### config.mk
export PLATFORM = sky130hd
export DESIGN_NAME = spi_adc_register_interface_unit
export DESIGN_NICKNAME = d
export VERILOG_FILES = /design/src/sv/spiadc_pkg.sv /design/src/sv/spiadc_ram.sv /design/src/sv/spiadc_ctrl.sv /design/src/sv/spi_adc_register_interface_unit.sv
export VERILOG_INCLUDE_DIRS = /design/src /design/src/sv
export SDC_FILE = /design/constraint.sdc
export NUM_CORES = 2
export LEC_CHECK = 0
export BUFFER_PORTS_ARGS = -buffer_cell sky130_fd_sc_hd__buf_2
export CAP_MARGIN = 20
export CORE_MARGIN = 5
export CORE_UTILIZATION = 25
export CTS_BUF_LIST = sky130_fd_sc_hd__clkbuf_8
export DETAILED_ROUTE_END_ITERATION = 12
export PLACE_DENSITY_LB_ADDON = 0.2
export SYNTH_ARGS = -nofsm -noshare
export SYNTH_HDL_FRONTEND = slang
export SYNTH_SLANG_ARGS = --single-unit
### constraint.sdc
create_clock -name i_clk -period 6.6 [get_ports i_clk]
set_input_delay 0.66 -clock i_clk [delete_from_list [all_inputs] [get_ports i_clk]]
set_output_delay 0.66 -clock i_clk [all_outputs]
set_load 0.02 [all_outputs]
### src/sv/spi_adc_register_interface_unit_defines.svh
// assertion macros for the spi adc register interface unit
// no dependencies; included by the top level
`ifndef SPI_ADC_REGISTER_INTERFACE_UNIT_DEFINES_SVH
`define SPI_ADC_REGISTER_INTERFACE_UNIT_DEFINES_SVH

// same-cycle implication
`define SPIADC_ASSERT_NOW(label, clk, rst_n, ante, cons, msg) \
    label: assert property (@(posedge clk) disable iff (!rst_n) (ante) |-> (cons)) \
        else $error(msg);

// next-cycle implication
`define SPIADC_ASSERT_NEXT(label, clk, rst_n, ante, cons, msg) \
    label: assert property (@(posedge clk) disable iff (!rst_n) (ante) |=> (cons)) \
        else $error(msg);

`endif

### src/sv/spiadc_pkg.sv
// types, constants and address decode helpers of the spi adc register interface
// no dependencies; imported by spiadc_ctrl and the top level
package spiadc_pkg;

    localparam int NUM_CHANNELS     = 16;
    localparam int NUM_SETUPS       = 8;
    localparam int RESET_ONES_BYTES = 8;

    localparam int ADDR_W     = 6;
    localparam int STORE_W    = 24;
    localparam int STORE_DEPTH = 64;

    localparam logic [1:0] CMD_SERIAL = 2'd0;
    localparam logic [1:0] CMD_SAMPLE = 2'd1;
    localparam logic [1:0] CMD_TICK   = 2'd2;

    localparam logic [ADDR_W-1:0] ADDR_STATUS     = 6'h00;
    localparam logic [ADDR_W-1:0] ADDR_CTRL       = 6'h01;
    localparam logic [ADDR_W-1:0] ADDR_DATA       = 6'h02;
    localparam logic [ADDR_W-1:0] ADDR_IO1        = 6'h03;
    localparam logic [ADDR_W-1:0] ADDR_IO2        = 6'h04;
    localparam logic [ADDR_W-1:0] ADDR_ID         = 6'h05;
    localparam logic [ADDR_W-1:0] ADDR_ERROR      = 6'h06;
    localparam logic [ADDR_W-1:0] ADDR_ERROR_EN   = 6'h07;
    localparam logic [ADDR_W-1:0] ADDR_CLKCNT     = 6'h08;
    localparam logic [ADDR_W-1:0] ADDR_CH_BASE    = 6'h09;
    localparam logic [ADDR_W-1:0] ADDR_SETUP_BASE = 6'h19;
    localparam logic [ADDR_W-1:0] ADDR_WIDE_BASE  = 6'h21;
    localparam logic [ADDR_W-1:0] ADDR_UNIMPL     = 6'h39;

    localparam int  COMM_INVALID_BIT = 7;
    localparam int  COMM_READ_BIT    = 6;
    localparam int  CTRL_APPEND_BIT  = 10;
    localparam logic [7:0] STATUS_NRDY = 8'h80;
    localparam logic [7:0] STATUS_ERR  = 8'h40;
    localparam logic [7:0] ALL_ONES    = 8'hff;

    typedef struct packed {
        logic [1:0]  command;
        logic [7:0]  mosi_byte;
        logic [23:0] sample_value;
        logic [3:0]  sample_channel;
        logic [23:0] error_bits;
    } t_item;

    typedef struct packed {
        logic [7:0] miso_byte;
        logic       access_done;
    } t_result;

    typedef enum logic [2:0] {
        PH_IDLE  = 3'b001,
        PH_READ  = 3'b010,
        PH_WRITE = 3'b100
    } t_phase;

    function automatic logic [2:0] reg_size(input logic [ADDR_W-1:0] a);
        logic [2:0] n;
        if (a >= ADDR_WIDE_BASE || a inside {ADDR_DATA, ADDR_IO1, ADDR_ERROR, ADDR_ERROR_EN}) begin
            n = 3'd3;
        end else if (a >= ADDR_CH_BASE || a inside {ADDR_CTRL, ADDR_IO2}) begin
            n = 3'd2;
        end else begin
            n = 3'd1;
        end
        return n;
    endfunction

    function automatic logic [STORE_W-1:0] size_mask(input logic [2:0] n);
        logic [STORE_W-1:0] m;
        case (n)
            3'd3:    m = 24'hffffff;
            3'd2:    m = 24'h00ffff;
            default: m = 24'h0000ff;
        endcase
        return m;
    endfunction

    function automatic logic implemented(input logic [ADDR_W-1:0] a);
        logic [ADDR_W-1:0] ch_off;
        logic [ADDR_W-1:0] su_off;
        logic              ok;
        ch_off = a - ADDR_CH_BASE;
        su_off = a - ADDR_SETUP_BASE;
        if (a >= ADDR_CH_BASE && a < ADDR_SETUP_BASE) begin
            ok = 7'(ch_off) < 7'(NUM_CHANNELS);
        end else if (a >= ADDR_SETUP_BASE && a < ADDR_UNIMPL) begin
            ok = {1'b0, su_off[2:0]} < 4'(NUM_SETUPS);
        end else begin
            ok = a < ADDR_UNIMPL;
        end
        return ok;
    endfunction

    function automatic logic read_only(input logic [ADDR_W-1:0] a);
        return a inside {ADDR_STATUS, ADDR_DATA, ADDR_ID, ADDR_ERROR, ADDR_CLKCNT};
    endfunction

endpackage

### src/sv/spiadc_ram.sv
// generic single-port-write, single-port-read ram with registered read data
// no dependencies
module spiadc_ram #(
    parameter int WIDTH = 24,
    parameter int DEPTH = 64
) (
    input  logic                     i_clk,
    input  logic                     i_we,
    input  logic [$clog2(DEPTH)-1:0] i_waddr,
    input  logic [WIDTH-1:0]         i_wdata,
    input  logic [$clog2(DEPTH)-1:0] i_raddr,
    output logic [WIDTH-1:0]         o_rdata
);

    logic [WIDTH-1:0] r_mem [DEPTH];
    logic [WIDTH-1:0] r_rdata;

    always_ff @(posedge i_clk) begin
        if (i_we) begin
            r_mem[i_waddr] <= i_wdata;
        end
        r_rdata <= r_mem[i_raddr];
    end

    assign o_rdata = r_rdata;

endmodule

### src/sv/spiadc_ctrl.sv
// serial access sequencer: register store in ram, status/data/error/clock registers
// depends on spiadc_pkg and spiadc_ram
module spiadc_ctrl (
    input  logic               i_clk,
    input  logic               i_rst_n,
    input  logic               i_accept,
    input  spiadc_pkg::t_item  i_item,
    input  logic [7:0]         i_device_id,
    output logic               o_busy,
    output logic               o_strobe,
    output spiadc_pkg::t_result o_result
);
    import spiadc_pkg::*;

    logic                   r_busy, n_busy;
    t_item                  r_item;
    t_phase                 r_phase, n_phase;
    logic [ADDR_W-1:0]      r_addr, n_addr;
    logic [2:0]             r_bytes_left, n_bytes_left;
    logic [31:0]            r_shift, n_shift;
    logic [3:0]             r_ones, n_ones;
    logic [23:0]            r_data, n_data;
    logic [7:0]             r_status, n_status;
    logic [23:0]            r_error, n_error;
    logic [7:0]             r_clkcnt, n_clkcnt;
    logic [STORE_DEPTH-1:0] r_valid, n_valid;
    logic                   r_ctrl_append, n_ctrl_append;
    logic                   r_strobe, n_strobe;
    t_result                r_result, n_result;

    logic                   ram_we;
    logic [STORE_W-1:0]     ram_wdata;
    logic [STORE_W-1:0]     ram_rdata;

    logic [7:0]             b;
    logic [ADDR_W-1:0]      comm_addr;
    logic [STORE_W-1:0]     rd_val;
    logic [1:0]             byte_sel;
    logic [31:0]            wr_shift;
    logic [4:0]             ones_next;
    logic [3:0]             ch;
    logic [23:0]            err_next;

    spiadc_ram #(
        .WIDTH (STORE_W),
        .DEPTH (STORE_DEPTH)
    ) u_store (
        .i_clk   (i_clk),
        .i_we    (ram_we),
        .i_waddr (r_addr),
        .i_wdata (ram_wdata),
        .i_raddr (i_item.mosi_byte[ADDR_W-1:0]),
        .o_rdata (ram_rdata)
    );

    assign b         = r_item.mosi_byte;
    assign comm_addr = b[ADDR_W-1:0];
    assign byte_sel  = 2'(r_bytes_left - 3'd1);
    assign wr_shift  = {r_shift[23:0], b};
    assign ones_next = 5'(r_ones) + 5'd1;
    assign err_next  = r_error | r_item.error_bits;

    // read value of the addressed register at the comm byte
    always_comb begin
        case (comm_addr)
            ADDR_STATUS: rd_val = {16'd0, r_status};
            ADDR_DATA:   rd_val = r_data;
            ADDR_ID:     rd_val = {16'd0, i_device_id};
            ADDR_ERROR:  rd_val = r_error;
            ADDR_CLKCNT: rd_val = {16'd0, r_clkcnt};
            default: begin
                if (implemented(comm_addr) && r_valid[comm_addr]) begin
                    rd_val = ram_rdata & size_mask(reg_size(comm_addr));
                end else begin
                    rd_val = '0;
                end
            end
        endcase
    end

    always_comb begin
        if (5'(r_item.sample_channel) >= 5'(NUM_CHANNELS)) begin
            ch = 4'(NUM_CHANNELS - 1);
        end else begin
            ch = r_item.sample_channel;
        end
    end

    always_comb begin
        n_busy        = i_accept;
        n_phase       = r_phase;
        n_addr        = r_addr;
        n_bytes_left  = r_bytes_left;
        n_shift       = r_shift;
        n_ones        = r_ones;
        n_data        = r_data;
        n_status      = r_status;
        n_error       = r_error;
        n_clkcnt      = r_clkcnt;
        n_valid       = r_valid;
        n_ctrl_append = r_ctrl_append;
        n_strobe      = 1'b0;
        n_result      = '0;
        ram_we        = 1'b0;
        ram_wdata     = wr_shift[23:0] & size_mask(reg_size(r_addr));

        if (r_busy) begin
            case (r_item.command)
                CMD_SERIAL: begin
                    n_strobe = 1'b1;
                    if (r_phase == PH_READ && r_bytes_left != 3'd0) begin
                        n_result.miso_byte = 8'(r_shift >> {byte_sel, 3'b000});
                        n_bytes_left = r_bytes_left - 3'd1;
                        if (r_bytes_left == 3'd1) begin
                            n_result.access_done = 1'b1;
                            if (r_addr == ADDR_DATA) begin
                                n_status = r_status | STATUS_NRDY;
                            end
                            n_phase = PH_IDLE;
                        end
                    end else if (r_phase == PH_WRITE && r_bytes_left != 3'd0) begin
                        n_shift      = wr_shift;
                        n_bytes_left = r_bytes_left - 3'd1;
                        if (r_bytes_left == 3'd1) begin
                            n_result.access_done = 1'b1;
                            if (!read_only(r_addr) && implemented(r_addr)) begin
                                ram_we           = 1'b1;
                                n_valid[r_addr]  = 1'b1;
                                if (r_addr == ADDR_CTRL) begin
                                    n_ctrl_append = ram_wdata[CTRL_APPEND_BIT];
                                end
                            end
                            n_phase = PH_IDLE;
                        end
                    end else begin
                        n_phase = PH_IDLE;
                        if (!b[COMM_INVALID_BIT]) begin
                            n_addr       = comm_addr;
                            n_bytes_left = reg_size(comm_addr);
                            if (b[COMM_READ_BIT]) begin
                                n_phase = PH_READ;
                                n_shift = {8'd0, rd_val};
                                if (comm_addr == ADDR_DATA && r_ctrl_append) begin
                                    n_shift      = {rd_val, r_status};
                                    n_bytes_left = 3'd4;
                                end
                            end else begin
                                n_phase = PH_WRITE;
                                n_shift = '0;
                            end
                        end
                    end

                    if (b == ALL_ONES) begin
                        n_ones = ones_next[3:0];
                        if (ones_next >= 5'(RESET_ONES_BYTES)) begin
                            n_phase       = PH_IDLE;
                            n_addr        = '0;
                            n_bytes_left  = '0;
                            n_shift       = '0;
                            n_ones        = '0;
                            n_data        = '0;
                            n_status      = STATUS_NRDY;
                            n_error       = '0;
                            n_clkcnt      = '0;
                            n_valid       = '0;
                            n_ctrl_append = 1'b0;
                        end
                    end else begin
                        n_ones = '0;
                    end
                end
                CMD_SAMPLE: begin
                    n_data   = r_item.sample_value;
                    n_error  = err_next;
                    n_status = ((err_next != 24'd0) ? STATUS_ERR : 8'd0) | {4'd0, ch};
                end
                CMD_TICK: begin
                    n_clkcnt = r_clkcnt + 8'd1;
                end
                default: begin
                end
            endcase
        end
    end

    always_ff @(posedge i_clk) begin
        if (!i_rst_n) begin
            r_busy        <= 1'b0;
            r_phase       <= PH_IDLE;
            r_addr        <= '0;
            r_bytes_left  <= '0;
            r_shift       <= '0;
            r_ones        <= '0;
            r_data        <= '0;
            r_status      <= STATUS_NRDY;
            r_error       <= '0;
            r_clkcnt      <= '0;
            r_valid       <= '0;
            r_ctrl_append <= 1'b0;
            r_strobe      <= 1'b0;
        end else begin
            r_busy        <= n_busy;
            r_phase       <= n_phase;
            r_addr        <= n_addr;
            r_bytes_left  <= n_bytes_left;
            r_shift       <= n_shift;
            r_ones        <= n_ones;
            r_data        <= n_data;
            r_status      <= n_status;
            r_error       <= n_error;
            r_clkcnt      <= n_clkcnt;
            r_valid       <= n_valid;
            r_ctrl_append <= n_ctrl_append;
            r_strobe      <= n_strobe;
        end
    end

    always_ff @(posedge i_clk) begin
        if (i_accept) begin
            r_item <= i_item;
        end
        r_result <= n_result;
    end

    assign o_busy   = r_busy;
    assign o_strobe = r_strobe;
    assign o_result = r_result;

endmodule

### src/sv/spi_adc_register_interface_unit.sv
// top level of the spi adc register interface: apb id register, sequencer, checks
// depends on spiadc_pkg, spiadc_ctrl and spi_adc_register_interface_unit_defines.svh
//
// usage
// - an item (serial byte, conversion result or clock tick) is taken at a clock
//   edge with start high and busy low
// - busy is high for one cycle after each accepted item; no new item is taken
//   while busy is high, covering the registered read of the register store ram
// - a serial byte gives one result beat on o_result with o_strobe high for one
//   cycle, registered from the busy cycle; other commands give no beat
// - the receiver cannot stall, so every beat must be taken when shown
// - device_id is written over apb at byte address 0 while the block is idle;
//   pready is always high and reads with paddr[2] low return the id, others zero
// - synchronous reset clears the state registers, store valid bits and device_id;
//   no clearing pass is needed and the block takes items right after reset
// - eight consecutive 0xff serial bytes reset everything but device_id
module spi_adc_register_interface_unit (
    input  logic                 i_clk,
    input  logic                 i_rst_n,
    input  logic                 start,
    output logic                 busy,
    input  spiadc_pkg::t_item    i_item,
    output logic                 o_strobe,
    output spiadc_pkg::t_result  o_result,
    input  logic                 psel,
    input  logic                 penable,
    input  logic                 pwrite,
    input  logic [2:0]           paddr,
    input  logic [31:0]          pwdata,
    output logic [31:0]          prdata,
    output logic                 pready
);
    import spiadc_pkg::*;

    logic       r_device_id_valid;
    logic [7:0] r_device_id, n_device_id;
    logic       accept;
    logic       cfg_write;

    assign accept    = start && !busy;
    assign pready    = 1'b1;
    assign cfg_write = psel && penable && pwrite && pready;

    always_comb begin
        n_device_id = r_device_id;
        if (cfg_write && !paddr[2]) begin
            n_device_id = pwdata[7:0];
        end
    end

    always_ff @(posedge i_clk) begin
        if (!i_rst_n) begin
            r_device_id       <= '0;
            r_device_id_valid <= 1'b0;
        end else begin
            r_device_id       <= n_device_id;
            r_device_id_valid <= 1'b1;
        end
    end

    assign prdata = paddr[2] ? 32'd0 : {24'd0, r_device_id};

    spiadc_ctrl u_ctrl (
        .i_clk       (i_clk),
        .i_rst_n     (i_rst_n),
        .i_accept    (accept),
        .i_item      (i_item),
        .i_device_id (r_device_id),
        .o_busy      (busy),
        .o_strobe    (o_strobe),
        .o_result    (o_result)
    );

`include "spi_adc_register_interface_unit_defines.svh"

    `SPIADC_ASSERT_NEXT(a_accept_busy, i_clk, i_rst_n, accept, busy, "accepted item did not raise busy")
    `SPIADC_ASSERT_NOW(a_strobe_after_busy, i_clk, i_rst_n, o_strobe, $past(busy) && r_device_id_valid, "result beat without a processed item")
    `SPIADC_ASSERT_NEXT(a_strobe_single, i_clk, i_rst_n, o_strobe, !o_strobe, "result beats back to back")
    `SPIADC_ASSERT_NOW(a_busy_single, i_clk, i_rst_n, busy, !$past(busy), "busy held longer than one cycle")

endmodule

# Word level (Yosys, flattened, before mapping)
# Memory sizes are Yosys's and may differ from the RTL's. A register that Yosys moved wholly into a read port is not among the register bits.
# Index checks and enable logic that the tools add are counted.
# totals
register_bits,258
mem_bits_rw,1536
inputBits,103
output_inout_bits,44
wordCells,211
n_memories,1
# op_classes
addsub,5
order_cmp,16
eq_ne,28
shifts,1
mux,94
n_bitwise,5
reduce_logical,40
# mem_list
name,words,word_bits,read_ports,rd_ports_with_merged_regs,write_ports,line,source
u_ctrl.u_store.r_mem,64,24,1,1,1,spiadc_ram.sv:15,logic [WIDTH-1:0] r_mem [DEPTH];
# op_table
operator,count
$mux 64,6
$mux 32,7
$pmux 24 s2,4
$mux 24,5
$pmux 24 s5,1
$mux 8,8
$or 64x64->64,1
$mux 3,18
$and 24x24->24,2
$eq 6x3->1 const B,8
$pmux 8 s2,2
$shr 32x5->8,1
$mux 1,31
$mux 6,5
$eq 6x2->1 const B,4
$lt 6x5->1 const B,4
$or 24x24->24,1
$reduce_bool 24->1,1
$eq 3x2->1 const B,5
$logic_and 1x1->1,14
$lt 6x7->1 const B,2
$eq 6x1->1 const B,2
$eq 6x4->1 const B,2
$ge 6x4->1 const B,2
other kinds (33),53

# Depth between registers and ports, before layout
# depth
depth_word,22
ltp_mapped,11
mapped_depth_nobuf,9

# By module
# From an unflattened synthesis, not the netlist that was laid out.
# hier_totals
cells_unflattened,3829
area_unflattened_um2,71125.7
# by_module_without_submodules
module,instances,cells_per_inst,area_per_inst_um2,seq_area_each_um2
spiadc_ram,1,2611,59330.7,46604.7
spiadc_ctrl,1,1146,11192.0,5585.4
spi_adc_register_interface_unit,1,72,603.1,160.2

# Least setup slack after synthesis
# No wires, ideal clock.
# synth_timing
path_type,register -> register
start,register u_ctrl.r_bytes_left[0]
end,"memory u_ctrl.u_store.r_mem[56][0], enable pin"
setup_ns,0.469
arrival_ns,4.404
t_required_ns,6.131
path_slack_ns,1.726
stages_incl_launch_ff,8
path_buffers,1
synth_period_minus_slack_ns,4.874
cell_sequence,dfxtp_1 -> buf_1 -> inv_1 -> ha_1 -> nor2b_1 -> nor4b_4 -> nand3_1 -> nor4_1
# synth_via
elab_chain_cells,8
elab_cells_between_ends,11
classes_between,1 x eq/ne; 7 x mux; 3 x reduce/logical
# synth_lines
item,line,source
start: declaration,spiadc_ctrl.sv:19,"logic [2:0] r_bytes_left, n_bytes_left;"
start signal: assignment,spiadc_ctrl.sv:206,r_bytes_left <= n_bytes_left;
$eq 3x1->1 or $reduce_bool 3->1 (tied branches),"spiadc_ctrl.sv:124, spiadc_ctrl.sv:111, spiadc_ctrl.sv:121",
$mux 1 or $logic_and 1x1->1 (tied branches),"spiadc_ctrl.sv:124, spiadc_ctrl.sv:121",
$mux 1,spiadc_ctrl.sv:121,end else if (r_phase == PH_WRITE && r_bytes_left != 3'd0) begin
$mux 1 (*),spiadc_ctrl.sv:111,if (r_phase == PH_READ && r_bytes_left != 3'd0) begin
$mux 1 (*),spiadc_ctrl.sv:108,case (r_item.command)
$mux 1 (*),spiadc_ctrl.sv:107,if (r_busy) begin
$mux 1 (*),spiadc_ram.sv:19,if (i_we) begin
$mux 1 (not written as such) (*),spiadc_ram.sv:20,r_mem[i_waddr] <= i_wdata;
end: declaration,spiadc_ram.sv:15,
# Mark *: on every way between the ends. The rest lies on a longest branch, timed or not.

# Final worst setup path
# layout_timing
start,register u_ctrl.r_bytes_left[0]
end,"memory u_ctrl.u_store.r_mem[37][11], enable pin"
# Same word-level chain as after synthesis.

==> summary.md <==
| Metric | Value |
|---|---|
| Post-cts resize count | 0 |
| Synth Instances | 3372 |
| Final setup vio count | 0 |
| Status | finished clean |
| Share of the synthesized area in the top cell type | 68.4% |
| Register area | 52200 um2 |
| P&R area growth vs syn | 18.6% |
| Critical-path top delay cell | nor2_4 |
| Hold_ws | 0.303 ns |
| Leak | 28.7 nW |
| HPWL after detailed placement | 114 mm |
| Family with the most delay on the worst path | simple AND/OR/NAND/NOR gates |
| Finished Cell Area | 83200 um2 |
| Worst Skew | 0.0608 ns |
| Vias in the first global route | 37000 |
| CTS buffer count | 316 |
| Prevailing post-synth register cell | edfxtp_1 |
| Critical path endpoint category | register |
| Critical Path AT | 5.59 ns |
| Grt ovf | 0 |
| Setup slack, reg-to-reg | 1.52 ns |
| Final worst-path cycle share | 77.0% |
| Initial Util | 25.1% |
| Avg Inst Size Synth | 20.8 um2 |
| DRC | 0 |
| Final #Nets | 4164 |
| WS Path Type | register to register |
| Total Routed Length | 193 mm |
| DRT Pass-1 Iters | 5 |
| Ports | 147 |
| Synth Cell Area | 70200 um2 |
| Crit start category | register |
| Worst R2R Start | u_ctrl.r_bytes_left[0] |
| Final Max Tran Viols | 0 |
| Rel. slew slack | 26.6% |
| Worst hold path startpoint | i_rst_n |
| Sequential area share after synthesis | 74.4% |
| DR vias | 35600 |
| GRT Max-Usage Layer | met2 |
| Setup tns final | 0 ns |
| Distinct cell type count after synthesis | 71 |
| Die width | 540 um |
| RSZ-0062 raised after global routing | no |
| Core Region | 279000 um2 |
| Root Buffer | clkbuf_8 |
| VDD IR-drop max | 116 uV |
| Hold Fails Final Rpt | 0 |
| Total of fill cells in the finished design | 27400 |
| Share of cells above drive strength 1 | 28.0% |
| GR Layer Usage met2 | 20.0% |
| Crit. Startpoint | u_ctrl.r_bytes_left[0] |
| GR Layer Usage met3 | 2.42% |
| Num rows | 194 |
| Wirelength per Cell | 24.0 um |
| Largest fanout on the critical path | 25 |
| Htree depth | 5 |
| Yosys reg bits | 1809 |
| Slew @ Worst Pin | 1.10 ns |
| Clk buf depth | 4 |
| Worst-Skew Late Latency | 0.93 ns |
| Synthesis warning total | 0 |
| Die area | 291000 um2 |
| PD cells | 275 nW/um2 |
| Max_cap viols | 0 |
| Initial antenna violation count | 12 |
| Die Y-Extent | 540 um |
| ANT nets after route | 0 |
| All-Layer GR Usage | 12.9% |
| Synth top area cells | edfxtp_1, mux4_2, dfxtp_1, nor2b_1, clkbuf_1 |
| Asr flop ratio synth | 0% |
| Yosys top cell by area | edfxtp_1 |
| RR Endpoint | u_ctrl.u_store.r_mem[37][11] |
| Hold Path Stages | 3 |
| Post-place instance area | 76900 um2 |
| CTS sink cnt | 1809 |
| FF-to-FF path depth | 8 |
| Drt initial violations | 3108 |
| Routability cong. | 0.803 |
| Clk slew on worst S/H paths | 0.06 ns |
| Min Tclk post-route | 5.08 ns |
| Hold EP | u_ctrl.r_phase[0] |
| Vias per cell | 4.44 |
| HP Class | input pin to register |
| CP Cell Sequence | inv_1 -> ha_1 -> nor2b_1 -> or3_1 -> nand2_1 -> nor4_2 -> nand3_1 -> nor2_4 |
| Critical path's largest stage delay | 1.10 ns |
| CTS tree | built |
| Fmax | 0.197 GHz |
| Buffers & Inverters on Critical Path | 1 |
| Number of synthesized flops with an enable pin | 1598 |
| IO Port Bufs | 95 |
| Crit. path cell count | 8 |
| Multi-input gate area | 18400 um2 |
| Largest net degree at the start of global routing | 76 |
| First-pass GRT wire length | 277 mm |
| Required time worst endpoint | 7.10 ns |
| GRT met1 Usage | 18.9% |
-- flip-flops by register name, indices dropped and copies added, names as in the netlist, 4 cells and up --
register	cells
r_device_id	8
u_ctrl.b	8
u_ctrl.ch	4
u_ctrl.o_result	9
u_ctrl.r_addr	6
u_ctrl.r_clkcnt	8
u_ctrl.r_data	24
u_ctrl.r_error	24
u_ctrl.r_item	50
u_ctrl.r_ones	4
u_ctrl.r_shift	32
u_ctrl.r_status	6
u_ctrl.r_valid	57
u_ctrl.u_store.o_rdata	24
u_ctrl.u_store.r_mem	1536
-- power breakdown --
| part | switching [W] | leakage [nW] | total [W] | internal [W] |
|---|---|---|---|---|
| Combinational | 0.000545 | 7.09 | 0.000913 | 0.000368 |
| Sequential | 0.0000561 | 18.4 | 0.0125 | 0.0125 |
| Clock | 0.00461 | 3.27 | 0.00941 | 0.00480 |
| Total | 0.00521 | 28.7 | 0.0229 | 0.0176 |
-- what timing repair did --
action | 4_1_cts | 5_1_grt
hold buffers | 64 | 0
endpoints found under the hold margin | 64 | 0
setup buffers | 0 | 0
-- layout by cell type (no fill, tap or decap), types with 11 or more instances in the layout --
cell,netlist,final
clkinv_2,0,21
o21ai_0,61,60
buf_4,53,103
inv_1,19,131
nor3_1,15,15
dfxtp_1,211,211
a22oi_1,52,52
nor2b_1,75,73
buf_12,1,14
o21ai_1,14,13
mux2i_1,15,15
edfxtp_1,1598,1598
nor4_1,28,27
nand4_1,11,11
nand3_1,22,22
nand2_1,90,90
nor2_1,92,41
clkinv_1,0,70
a221oi_1,31,31
dlygate4sd3_1,0,64
o21a_1,53,53
a22o_1,17,17
o22ai_1,11,11
buf_2,23,91
and2_2,0,17
conb_1,2,313
and3_1,11,11
a21boi_0,17,17
mux4_2,523,523
nor2_4,1,52
a21oi_1,41,41
clkbuf_8,0,328
-- metrics by stage --
step	total power, W	setup WS (ns)	std cells	utilization [%]
finish	0.0229	1.52	8023	29.8
global route	0.0238	1.32	8021	29.8
CTS	0.0233	1.58	8016	29.8
detailed placement	0.0137	1.62	7396	27.5
global placement	0.0137	1.63	7393	27.5
floorplan	0.0133	1.73	3683	-
-- worst reg2reg max path, delay by kind of cell, from the launching register on --
family	cells	cell delay, ns
DFF	1	0.59
and+or+nand+nor	6	3.67
buffers and inverters	1	0.24
adders and majority gates	1	0.16
-- Yosys cell counts (31+ instances only) --
master,number
clkbuf_1,114
nand2_1,90
nor2b_1,75
edfxtp_1,1598
a22oi_1,52
o21ai_0,61
dfxtp_1,211
buf_4,53
mux4_2,523
a221oi_1,31
o21a_1,53
nor2_1,92
a21oi_1,41
-- final cells by class --
class / instances / area share [%]
tap: 3724 / 5.60
clock buffer: 327 / 5.41
multi-input combinational: 1630 / 22.1
antenna: 6 / 0.0180
sequential: 1809 / 62.7
clock inverter: 229 / 1.35
inverter: 19 / 0.0857
timing repair buffer: 279 / 2.73
-- layer usage --
metal	part of all wire, %	wire, um
met1	48	91600
met3	5.0	9670
met4	1.9	3700
met5	0	0
met2	46	87700
-- kinds of logic after synthesis --
| kind of cell | after synthesis | share of synthesized area (%) |
|---|---|---|
| buffers and inverters | 244 | 1.74 |
| XOR/XNOR | 6 | 0.0749 |
| other | 2 | 0.0107 |
| adder cells (fa/ha/maj) | 6 | 0.107 |
| flip-flops | 1809 | 74.4 |
| AND/OR/NAND/NOR | 419 | 3.17 |
| AO/OA/AOI/OAI | 347 | 3.47 |
| multiplexers | 539 | 17.0 |
-- how the worst max path moves through the flow --
stage                                         endpoint
after floorplan            u_ctrl.u_store.r_mem[56][0]
after global placement    u_ctrl.u_store.r_mem[37][13]
after detailed placement  u_ctrl.u_store.r_mem[21][15]
after CTS                 u_ctrl.u_store.r_mem[37][11]
after global routing      u_ctrl.u_store.r_mem[37][11]
final                     u_ctrl.u_store.r_mem[37][11]
Note: power is estimated with default switching activity, not from simulation.
